File: config.mk
export PLATFORM = sky130hd
export DESIGN_NAME = keypad_scan_debounce_number_entry_top
export DESIGN_NICKNAME = d
export VERILOG_FILES = /design/src/design/kpd_pkg.sv /design/src/design/kpd_scan_decode.sv /design/src/design/keypad_scan_debounce_number_entry_top.sv
export SDC_FILE = /design/constraint.sdc
export NUM_CORES = 1
export LEC_CHECK = 0
export ABC_AREA = 1
export BUFFER_PORTS_ARGS = -buffer_cell sky130_fd_sc_hd__buf_2
export CORE_MARGIN = 3
export CORE_UTILIZATION = 60
export CTS_CLUSTER_SIZE = 30
export DETAILED_ROUTE_END_ITERATION = 10
export PLACE_DENSITY = 0.88
export SYNTH_ARGS = -nofsm -noshare
export SYNTH_HDL_FRONTEND = slang
export SYNTH_SLANG_ARGS = --single-unit
File: constraint.sdc
create_clock -name aclk -period 7.5 [get_ports aclk]
set_clock_uncertainty 0.1 [all_clocks]
set_input_delay 1.125 -clock aclk [delete_from_list [all_inputs] [get_ports aclk]]
set_output_delay 1.125 -clock aclk [all_outputs]
set_load 0.05 [all_outputs]
File: src/design/kpd_pkg.sv
// Shared types and constants of the keypad scanner.
`default_nettype none
package kpd_pkg;

    typedef logic [3:0] scan_t;

    localparam int unsigned ROWS       = 4;
    localparam int unsigned COLS       = 3;
    localparam int unsigned COL_BITS   = ROWS * COLS;

    // Active-low column readings of one row
    localparam logic [2:0] COL_IDLE = 3'b111;
    localparam logic [2:0] COL_1    = 3'b011;
    localparam logic [2:0] COL_2    = 3'b101;
    localparam logic [2:0] COL_3    = 3'b110;

    // Scan codes beyond the keys
    localparam scan_t SCAN_NONE  = 4'd15;
    localparam scan_t SCAN_MULTI = 4'd14;
    localparam scan_t KEY_STAR   = 4'd10;
    localparam scan_t KEY_HASH   = 4'd11;
    localparam scan_t KEY_LAST_DIGIT_RAW = 4'd11;  // raw position of digit 0
    localparam scan_t KEY_HASH_RAW       = 4'd12;  // raw position of '#'
    localparam scan_t DIGIT_LIMIT        = 4'd10;
    localparam logic [3:0] DIGITS_SAT    = 4'd15;

    // Configuration register indexes
    localparam logic CFG_DEBOUNCE = 1'b0;
    localparam logic CFG_REQUIRED = 1'b1;

    localparam logic [7:0] DEBOUNCE_RESET = 8'd30;
    localparam logic [3:0] REQUIRED_RESET = 4'd0;

endpackage
`default_nettype wire

File: src/design/kpd_scan_decode.sv
// Decoder from four row readings to one scan code.
`default_nettype none
module kpd_scan_decode (
    input  wire logic [kpd_pkg::COL_BITS-1:0] columns,
    output kpd_pkg::scan_t                    scan_code
);
    import kpd_pkg::*;

    logic [1:0] pos;
    logic       hit;
    logic       found;
    logic       stop;
    scan_t      raw;
    logic [2:0] col;

    always_comb begin
        scan_code = SCAN_NONE;
        found     = 1'b0;
        stop      = 1'b0;
        raw       = '0;
        pos       = '0;
        hit       = 1'b0;
        col       = '0;
        // walk rows in order; a bad pattern or a second row ends the walk
        for (int r = 0; r < ROWS; r++) begin
            col = columns[r*COLS +: COLS];
            hit = 1'b1;
            case (col)
                COL_IDLE: hit = 1'b0;
                COL_1:    pos = 2'd1;
                COL_2:    pos = 2'd2;
                COL_3:    pos = 2'd3;
                default: begin
                    hit = 1'b0;
                    if (!stop) begin
                        scan_code = SCAN_NONE;
                        stop      = 1'b1;
                    end
                end
            endcase
            if (hit && !stop) begin
                if (found) begin
                    scan_code = SCAN_MULTI;
                    stop      = 1'b1;
                end else begin
                    found = 1'b1;
                    raw   = scan_t'({2'b00, pos}) + scan_t'(3 * r);
                end
            end
        end
        if (!stop && found) begin
            if (raw == KEY_LAST_DIGIT_RAW) begin
                scan_code = '0;
            end else if (raw == KEY_HASH_RAW) begin
                scan_code = KEY_HASH;
            end else begin
                scan_code = raw;
            end
        end
    end

endmodule
`default_nettype wire

File: src/design/keypad_scan_debounce_number_entry_top.sv
// Top level: 4x3 keypad scan debounce and decimal number entry.
// Flow: an accepted request is captured in the input register and processed from there; its result
// (if any) is loaded into the result register, from which it can be taken.
// Throughput: one scan request per cycle unless the result stage stalls; input and result register stages.
// Reset (aresetn low, synchronous): both stages empty, debounce 30, required digits 0,
// press phase, count 0, previous scan none, number and digit count cleared.
`default_nettype none
module keypad_scan_debounce_number_entry_top (
    input  wire logic        aclk,
    input  wire logic        aresetn,
    // scan request: [2:0] row0_columns, [5:3] row1_columns,
    // [8:6] row2_columns, [11:9] row3_columns, [15:12] zero
    input  wire logic        s_tvalid,
    output logic             s_tready,
    input  wire logic [15:0] s_tdata,
    // result: [3:0] key_code, [19:4] number_value, [23:20] zero
    output logic             m_tvalid,
    input  wire logic        m_tready,
    output logic [23:0]      m_tdata,
    // end of number: number_done
    output logic             m_tlast,
    // configuration write port
    input  wire logic        cfg_wr_en,
    input  wire logic        cfg_index,
    input  wire logic [7:0]  cfg_wdata
);
    import kpd_pkg::*;

    // configuration
    logic [7:0]  debounce_reg;
    logic [3:0]  required_reg;

    // input stage
    logic                in_valid_reg;
    logic [COL_BITS-1:0] in_cols_reg;

    // scan state
    logic        release_reg,  release_next;
    logic [7:0]  count_reg,    count_next;
    scan_t       prev_reg,     prev_next;
    scan_t       held_reg,     held_next;
    logic [15:0] acc_reg,      acc_next;   // low 16 bits suffice for the reported value
    logic [3:0]  digits_reg,   digits_next;

    // result stage
    logic        out_valid_reg, out_valid_next;
    scan_t       out_key_reg;
    logic [15:0] out_value_reg, out_value_next;
    logic        out_done_reg,  out_done_next;

    scan_t       scan;
    logic [7:0]  limit;
    logic [7:0]  count_inc;
    logic [15:0] acc_step;
    logic        fire;
    logic        advance;
    logic        process;

    kpd_scan_decode u_decode (
        .columns   (in_cols_reg),
        .scan_code (scan)
    );

    // result stage frees up when empty or being drained
    assign advance  = !out_valid_reg || m_tready;
    assign s_tready = !in_valid_reg || advance;
    assign process  = in_valid_reg && advance;

    assign limit     = (debounce_reg == 8'd0) ? 8'd1 : debounce_reg;
    assign count_inc = count_reg + 8'd1;
    // value*10 + digit as two shifted adds
    assign acc_step  = {acc_reg[12:0], 3'b000} + {acc_reg[14:0], 1'b0}
                     + {12'd0, held_reg};

    always_comb begin
        release_next   = release_reg;
        count_next     = count_reg;
        prev_next      = prev_reg;
        held_next      = held_reg;
        acc_next       = acc_reg;
        digits_next    = digits_reg;
        fire           = 1'b0;
        out_value_next = out_value_reg;
        out_done_next  = out_done_reg;

        if (!release_reg) begin
            // press phase: count repeats of one valid key
            if (scan <= KEY_HASH && scan == prev_reg) begin
                count_next = count_inc;
            end else begin
                count_next = '0;
            end
            prev_next = scan;
            if (count_next >= limit) begin
                held_next    = scan;
                release_next = 1'b1;
                count_next   = '0;
            end
        end else begin
            // release phase: count consecutive empty scans
            if (scan == SCAN_NONE) begin
                count_next = count_inc;
            end else begin
                count_next = '0;
            end
            if (count_next >= limit) begin
                fire         = 1'b1;
                release_next = 1'b0;
                count_next   = '0;
                prev_next    = SCAN_NONE;
                if (held_reg == KEY_HASH) begin
                    out_done_next = 1'b1;
                end else begin
                    if (held_reg < DIGIT_LIMIT) begin
                        acc_next = acc_step;
                        if (digits_reg < DIGITS_SAT) begin
                            digits_next = digits_reg + 4'd1;
                        end
                    end
                    out_done_next = (required_reg != 4'd0) && (digits_next >= required_reg);
                end
                out_value_next = acc_next;
                // clear the number once it is complete
                if (out_done_next) begin
                    acc_next    = '0;
                    digits_next = '0;
                end
            end
        end
    end

    always_comb begin
        out_valid_next = out_valid_reg;
        if (advance) begin
            out_valid_next = process && fire;
        end
    end

    // control registers
    always_ff @(posedge aclk) begin
        if (!aresetn) begin
            debounce_reg  <= DEBOUNCE_RESET;
            required_reg  <= REQUIRED_RESET;
            in_valid_reg  <= 1'b0;
            out_valid_reg <= 1'b0;
            release_reg   <= 1'b0;
            count_reg     <= '0;
            prev_reg      <= SCAN_NONE;
            held_reg      <= '0;
            acc_reg       <= '0;
            digits_reg    <= '0;
        end else begin
            if (cfg_wr_en) begin
                case (cfg_index)
                    CFG_DEBOUNCE: debounce_reg <= cfg_wdata;
                    CFG_REQUIRED: required_reg <= cfg_wdata[3:0];
                    default:      debounce_reg <= debounce_reg;
                endcase
            end
            if (s_tready) begin
                in_valid_reg <= s_tvalid;
            end
            out_valid_reg <= out_valid_next;
            if (process) begin
                release_reg <= release_next;
                count_reg   <= count_next;
                prev_reg    <= prev_next;
                held_reg    <= held_next;
                acc_reg     <= acc_next;
                digits_reg  <= digits_next;
            end
        end
    end

    // payload registers: capture the request, load the result on a report
    always_ff @(posedge aclk) begin
        if (s_tvalid && s_tready) begin
            in_cols_reg <= s_tdata[COL_BITS-1:0];
        end
        if (process && fire) begin
            out_key_reg   <= held_reg;
            out_value_reg <= out_value_next;
            out_done_reg  <= out_done_next;
        end
    end

    assign m_tvalid = out_valid_reg;
    assign m_tdata  = {4'd0, out_value_reg, out_key_reg};
    assign m_tlast  = out_done_reg;

endmodule
`default_nettype wire

==> metrics.md, run 1 <==
| Metric | Value |
|---|---|
| PD cells | 161 nW/um2 |
| Final Critical Period | 5.85 ns |
| Mean Syn Cell Area | 7.86 um2 |
| MaxCap Viol Count | 0 |
| Io pins | 57 |
| Most common cell on crit path | nand2_1 |
| Synth area leaders | dfxtp_1 19%, edfxtp_1 18%, ha_1 12%, nand2_1 9.4%, inv_1 7.1% |
| Clock Tree Buf Depth | 2 |
| CP Class | flip-flop to flip-flop |
| Clk sinks | 84 |
| Vias in the first global route | 4562 |
| ANT nets after route | 0 |
| # hold bufs at CTS | 0 |
| Data arrival time of the critical path | between 6 and 7 ns |
| Synth cell types | 50 |
| Number of port buffers | 48 |
| Setup-failing EPs final | 0 |
| Seq/Total Area, Yosys | between 30% and 40% |
| Vias | 4755 |
| Top delay family on crit path | simple AND/OR/NAND/NOR gates |
| Mapped Cells | 687 |
| Drt initial violations | 314 |
| Drt via density | around 5.6 |
| Crit path required time | 7.68 ns |
| Area of the core | 8460 um2 |
| #FFs+latches synth | 84 |
| CTS tree | done |
| RSZ-0062 raised after global routing | false |
| Largest net degree at the start of global routing | 30 |
| Slew Viols, Final | 0 |
| Chip height | 101 um |
| Worst-skew pair later-pin latency | between 0.3 and 0.4 ns |
| Die Wd | slightly above 100 um |
| Clock transition at path regs | about 0.090 ns |
| Share of cells above drive strength 1 | between 15 and 20% |
| Final Hold Fails | 0 |
| Initial Util | 63.8% |
| Mapped cell area | 5400 um2 |
| Routed WL per cell | 13.9 um |
| Status | complete, no violations |
| Worst-margin pin slew | between 0.9 and 1 ns |
| Dpl cells | 832 |
| Synth warnings | 0 |
| FMAX | roughly 170 MHz |
| Leakage | between 0.002 and 0.003 uW |
| Final wirelength | around 12000 um |
| GPL Wtd Cong | 0.892 |
| Post-DP HPWL | 9140 um |
| Total CTS buffers | 9 |
| Startpoint types | flip-flop |
| Area delta synth->final | 9.45% |
| Maximum VDD drop | 125 uV |
| Root Buffer | clkbuf_8 |
| Slowest Stage Delay on Critical Path | 0.64 ns |
| Dpl cell area | 5730 um2 |
| GR Overflow Total | 0 |
| Global Route Usage Sum | 24.0% |
| Top cell type's share of synthesized area | 18.9% |
| Post-CTS sizing | 0 |
| H-tree depth | 3 |
| DRC errors left | 0 |
| Initial antenna violation count | 0 |
| # rows | 33 |
| Final Instance Count excl. Fillers | 848 |
| N_diodes | 0 |
| Min-Delay Path Class | flip-flop to flip-flop |
| Layout Utilization | 69.9% |
| CP Capture Type | flip-flop |
| Critical path buffers and inverters | 5 |
| Critical-path maximum fanout | 22 |
| Final Cycle Share | 78.0% |
| Final-stage net count | 820 |
| Power Total | about 950 uW |
| Router iterations before antenna repair | 5 |
| Die area | just over 10000 um2 |
| Postcts setup bufs | 0 |
| Post-route cell area | 5910 um2 |
| First-pass GRT wire length | 20000 um |
| Max-slew headroom | around 38% |
| Slowest cell on crit path | nor2_1 |
| Setup_tns | 0 ns |
| Area leader, netlist | dfxtp_1 |
==> cells by family (layout without fill, tap and decap cells) <==
logic type | count (synthesis) | after routing | share of synthesized area [%]
simple gates | 279 | 279 | 24.3
compound gates | 137 | 137 | 15.5
buf+inv | 124 | 177 | 8.92
flops | 84 | 84 | 37.2
fa+ha+maj | 52 | 52 | 12.3
xor+xnor | 10 | 10 | 1.62
other cells | 1 | 4 | 0.0694
==> layer usage <==
metal | vias to the layer above | part of all wire, % | GRT usage [%]
met1 | 2170 | 45 | 31.5
met3 | 17 | 5.8 | 3.18
met5 | - | 0 | 0
met2 | 147 | 48 | 41.0
li1 | 2421 | - | -
met4 | 0 | 1.6 | 7.98
==> power by group <==
group / switching, uW / internal [uW] / leakage, uW / total [uW]
logic: 103 / 51.1 / 0.00216 / 154
clock network: 177 / 125 / 0.0000925 / 302
registers: 10.2 / 485 / 0.000725 / 495
==> worst min-delay path: stages, from the launching register on <==
cell and delay, ns:
dfxtp_1 0.34, nand2_1 0.07, nand2_1 0.04
==> layout by cell type (no fill, tap or decap), types with 12 or more instances in the layout <==
| cell type | netlist | final |
|---|---|---|
| nand2_1 | 135 | 135 |
| inv_1 | 102 | 102 |
| dfxtp_1 | 51 | 51 |
| ha_1 | 50 | 50 |
| buf_2 | 0 | 48 |
| a21oi_1 | 47 | 47 |
| nor2_1 | 44 | 44 |
| nand3_1 | 43 | 43 |
| o21ai_0 | 37 | 37 |
| edfxtp_1 | 33 | 33 |
| nand2_2 | 17 | 17 |
| nand4_1 | 13 | 13 |
| o22ai_1 | 12 | 12 |
==> final cells by class <==
cell class / instances / area, um2
sequential: 84 / 2010
multi-input combinational: 482 / 2920
tap: 105 / 131
timing repair buffer: 49 / 248
clock buffer: 9 / 124
fill: 665 / 2550
inverter: 112 / 422
clock inverter: 7 / 56.3
==> cell usage after synthesis, drive strengths merged <==
master,n
o22ai,12
clkbuf,8
o221ai,2
a21boi,1
o32ai,1
edfxtp,33
xnor2,2
a31o,1
a32oi,1
o21a,9
nor2,49
buf,4
a31oi,1
a22oi,4
ha,50
nand4,14
inv,109
o31ai,1
nand2,155
o211ai,6
nand3,48
nand2b,1
fa,2
conb,1
a41o,1
clkinv,3
o21ai,41
a22o,2
a21oi,48
or2,4
o2111ai,2
nor4,1
a32o,4
xor2,8
dfxtp,51
nor3,4
nand3b,3
==> final timing paths <==
check,end,cells past startpoint,slack (ns),startpoint
setup / recovery,acc_reg[0],29,1.65,in_cols_reg[2]
hold / removal,acc_reg[13],2,0.39,acc_reg[13]
setup reg to reg,acc_reg[0],29,1.65,in_cols_reg[2]
hold reg to reg,acc_reg[13],2,0.39,acc_reg[13]
==> metrics by stage <==
| stage | hold WS [ns] | worst slack [ns] |
|---|---|---|
| floorplan | 0.347 | 3.18 |
| finish | 0.388 | 1.65 |
| CTS | 0.386 | 1.71 |
| detailed placement | 0.369 | 1.77 |
| global route | 0.419 | 1.05 |
| global placement | 0.362 | 2.00 |
Note: power is estimated with default switching activity, not from simulation.
==> run 2: changes to the inputs <==
Settings changed: ABC_AREA 1 to 0.
Clock period 7.5 ns to 5.4 ns, I/O delays scaled along.
==> run 2 against run 1 <==
Against the previous run:
- the flow now finishes with violations (negative setup slack)
- clock-buffer cell count increased by 1
- routed wire length grew 15%
- global-route usage increased by 0.70 points
- register-to-register slack worse by 1.7 ns
- cell area increased by 8.9%
- via count grew 3.7%
- fmax grew 7.3%
- largest cell class unchanged
- highest routed layer unchanged
==> metrics.md, run 2 <==
| Metric | Value |
|---|---|
| Initial Util | 62.1% |
| Met3 WL | 789 um |
| Final-stage net count | 759 |
| RSZ-0062 raised after global routing | true |
| PD cells | 212 nW/um2 |
| Crit path depth | 29 |
| Commonest non-fill, non-tap cells in the layout | 72 x nand2_1, 51 x dfxtp_1, 49 x ha_1 |
| MaxCap Viol Count | 0 |
| Area leader, netlist | dfxtp_1 |
| Worst r2r src | in_cols_reg[0] |
| Vias in the first global route | 4572 |
| GR Overflow Total | 0 |
| Final Instance Count excl. Fillers | 790 |
| Max-slew headroom | around half |
| Mapped Cells | 600 |
| Synth cell types | 77 |
| Largest net degree at the start of global routing | 26 |
| Drt initial violations | 334 |
| Top delay family on crit path | compound AO/OA/AOI/OAI gates |
| GPL Wtd Cong | 0.860 |
| Setup-failing EPs final | 5 |
| Maximum VDD drop | about 140 uV |
| Max layer used | met4 |
| Clk sinks | 84 |
| Combinational family with the most area after synthesis | compound AO/OA/AOI/OAI gates |
| H-tree depth | 3 |
| Met1 WL | around 5600 um |
| Synth async-reset ratio | 0% |
| Mux contribution to synthesized area | 0.755% |
| Slowest cell on crit path | edfxtp_1 |
| CP Capture Type | flip-flop |
| Die area | 10300 um2 |
| Top cell type's share of synthesized area | 18.7% |
| Router iterations before antenna repair | 5 |
| # hold bufs at CTS | 0 |
| N_diodes | 0 |
| Most used DFF post-synth | dfxtp_1 |
| DP Worst Slack | -0.0193 ns |
| #FFs+latches synth | 84 |
| Synth Area in Simple Gates | 17.9% |
| Status | complete, but fails checks |
| Root Buffer | clkbuf_8 |
| Chip height | 101 um |
| Global Route Usage Sum | 24.7% |
| Crit path required time | 5.60 ns |
| First-pass GRT wire length | 20700 um |
| Path depth of the worst reg2reg path | 29 |
| Clock transition at path regs | approximately 0.09 ns |
| Slew Viols, Final | 0 |
| Most frequent cell after synthesis | nand2_1 |
| Metal2 WL | 6810 um |
| Synth warnings | 0 |
| ANT nets after route | 0 |
| Most common cell after layout, fill and taps aside | nand2_1 |
| Mean Syn Cell Area | ~9.1 um2 |
| Worst setup path end | count_reg[4] |
| CTS tree | done |
| Final wirelength | 13600 um |
| Drt via density | 6.24 |
| Failing checks | negative setup slack |
| CP Class | flip-flop to flip-flop |
| Setup crit start | in_cols_reg[0] |
| Seq/Total Area, Yosys | 36.8% |
| Slowest Stage Delay on Critical Path | ~0.44 ns |
| Mapped cell area | 5470 um2 |
| Area of the core | 8810 um2 |
| Post-synth top cells | 76 x nand2_1, 51 x a21oi_1, 51 x dfxtp_1 |
| Dpl cells | 754 |
| Fillers | approximately 570 |
| XOR/XNOR share of the synthesized area | approximately 5% |
| DRC errors left | 0 |
| Min-Delay Path Class | flip-flop to flip-flop |
| Startpoint types | flip-flop |
| Hold Path Origin | debounce_reg[6] |
| Clock Tree Buf Depth | 2 |
| Critical-path maximum fanout | 5 |
| R2r endpoint | count_reg[4] |
| Post-synthesis adder-cell area fraction | between 10% and 20% |
| Worst-margin pin slew | just under 0.8 ns |
| Worst-skew pair later-pin latency | 0.38 ns |
| Number of port buffers | 48 |
| Total CTS buffers | 9 |
| Initial antenna violation count | 0 |
| Vias | 4930 |
| Die Wd | 101 um |
| Compound-Gate Fraction of Synth Area | 22.0% |
| Share of cells above drive strength 1 | 24.0% |
| Routed WL per cell | 17.2 um |
| Final Hold Fails | 0 |
| Data arrival time of the critical path | 5.65 ns |
| Final setup margin | -0.0509 ns |
| Area delta synth->final | 17.8% |
| Leakage | ~0.0029 uW |
| Final Critical Period | 5.45 ns |
| Final Cycle Share | 101% |
| R2r setup slk | -0.05 ns |
| Critical path buffers and inverters | 4 |
| Post-DP HPWL | 9000 um |
| Synth area leaders | dfxtp_1 19%, edfxtp_1 18%, ha_1 11%, nand2_1 5.2%, a21oi_1 4.7% |
| FMAX | 183 MHz |
| Post-synth EDFFs | 33 |
| # rows | 34 |
| Io pins | 57 |
[run 2: final cells by class]
class / instances / area, um2 / area share (%)
Clock inverter: 6 / 47.5 / 0.738
Multi-Input combinational cell: 464 / 3390 / 52.6
Clock buffer: 10 / 128 / 1.98
Timing Repair Buffer: 91 / 628 / 9.75
Tap cell: 108 / 135 / 2.10
Inverter: 27 / 101 / 1.57
Sequential cell: 84 / 2010 / 31.2
[run 2: tightest hold or removal path: cells and delay by family (launching register included)]
family	cells	cell delay, ns
AOI/OAI and AO/OA	1	0.05
DFF	1	0.32
and+or+nand+nor	1	0.05
[run 2: cell families (layout without fill, tap and decap cells)]
group / count (synthesis) / after routing
simple gates: 198 / 198
compound gates: 174 / 174
flops: 84 / 84
buf+inv: 55 / 134
fa+ha+maj: 53 / 53
xor+xnor: 31 / 31
mux: 4 / 4
other cells: 1 / 4
[run 2: power by group]
part / internal, uW / switching [uW]
sequential: 671 / 20.5
clock: 171 / 250
combinational: 111 / 140
total: 954 / 411
[run 2: stage by stage]
| stage | util, % | hold slack [ns] | power (uW) | cell area [um2] | TNS [ns] |
|---|---|---|---|---|---|
| after global placement | 66.6 | 0.341 | 889 | 5870 | 0 |
| after detailed placement | 66.6 | 0.348 | 900 | 5870 | -0.0575 |
| after global routing | 73.1 | 0.382 | 1410 | 6440 | -6.11 |
| final | 73.1 | 0.358 | 1360 | 6440 | -0.136 |
| after CTS | 69.1 | 0.359 | 1320 | 6090 | 0 |
| after floorplan | - | 0.329 | 852 | 5480 | 0 |
[run 2: worst min path at each step]
stage / to / slack, ns / cells after the start
6_report: debounce_reg[6] / 0.36 / 2
5_1_grt: debounce_reg[6] / 0.38 / 2
4_1_cts: debounce_reg[6] / 0.36 / 2
3_5_place_dp: debounce_reg[6] / 0.35 / 2
3_3_place_gp: acc_reg[15] / 0.34 / 2
2_1_floorplan: acc_reg[15] / 0.33 / 2
[run 2: routing by layer]
layer	up-vias	GRT usage [%]
li1	2336	-
met1	2353	31.7
met2	194	42.5
met3	47	4.61
met4	0	7.36
met5	-	0
[run 2: what timing repair did]
item,CTS,global route
setup endpoints to repair,5,55
gates cloned,0,2
gates resized for setup,4,48
setup buffers,4,14
pin swaps,8,43
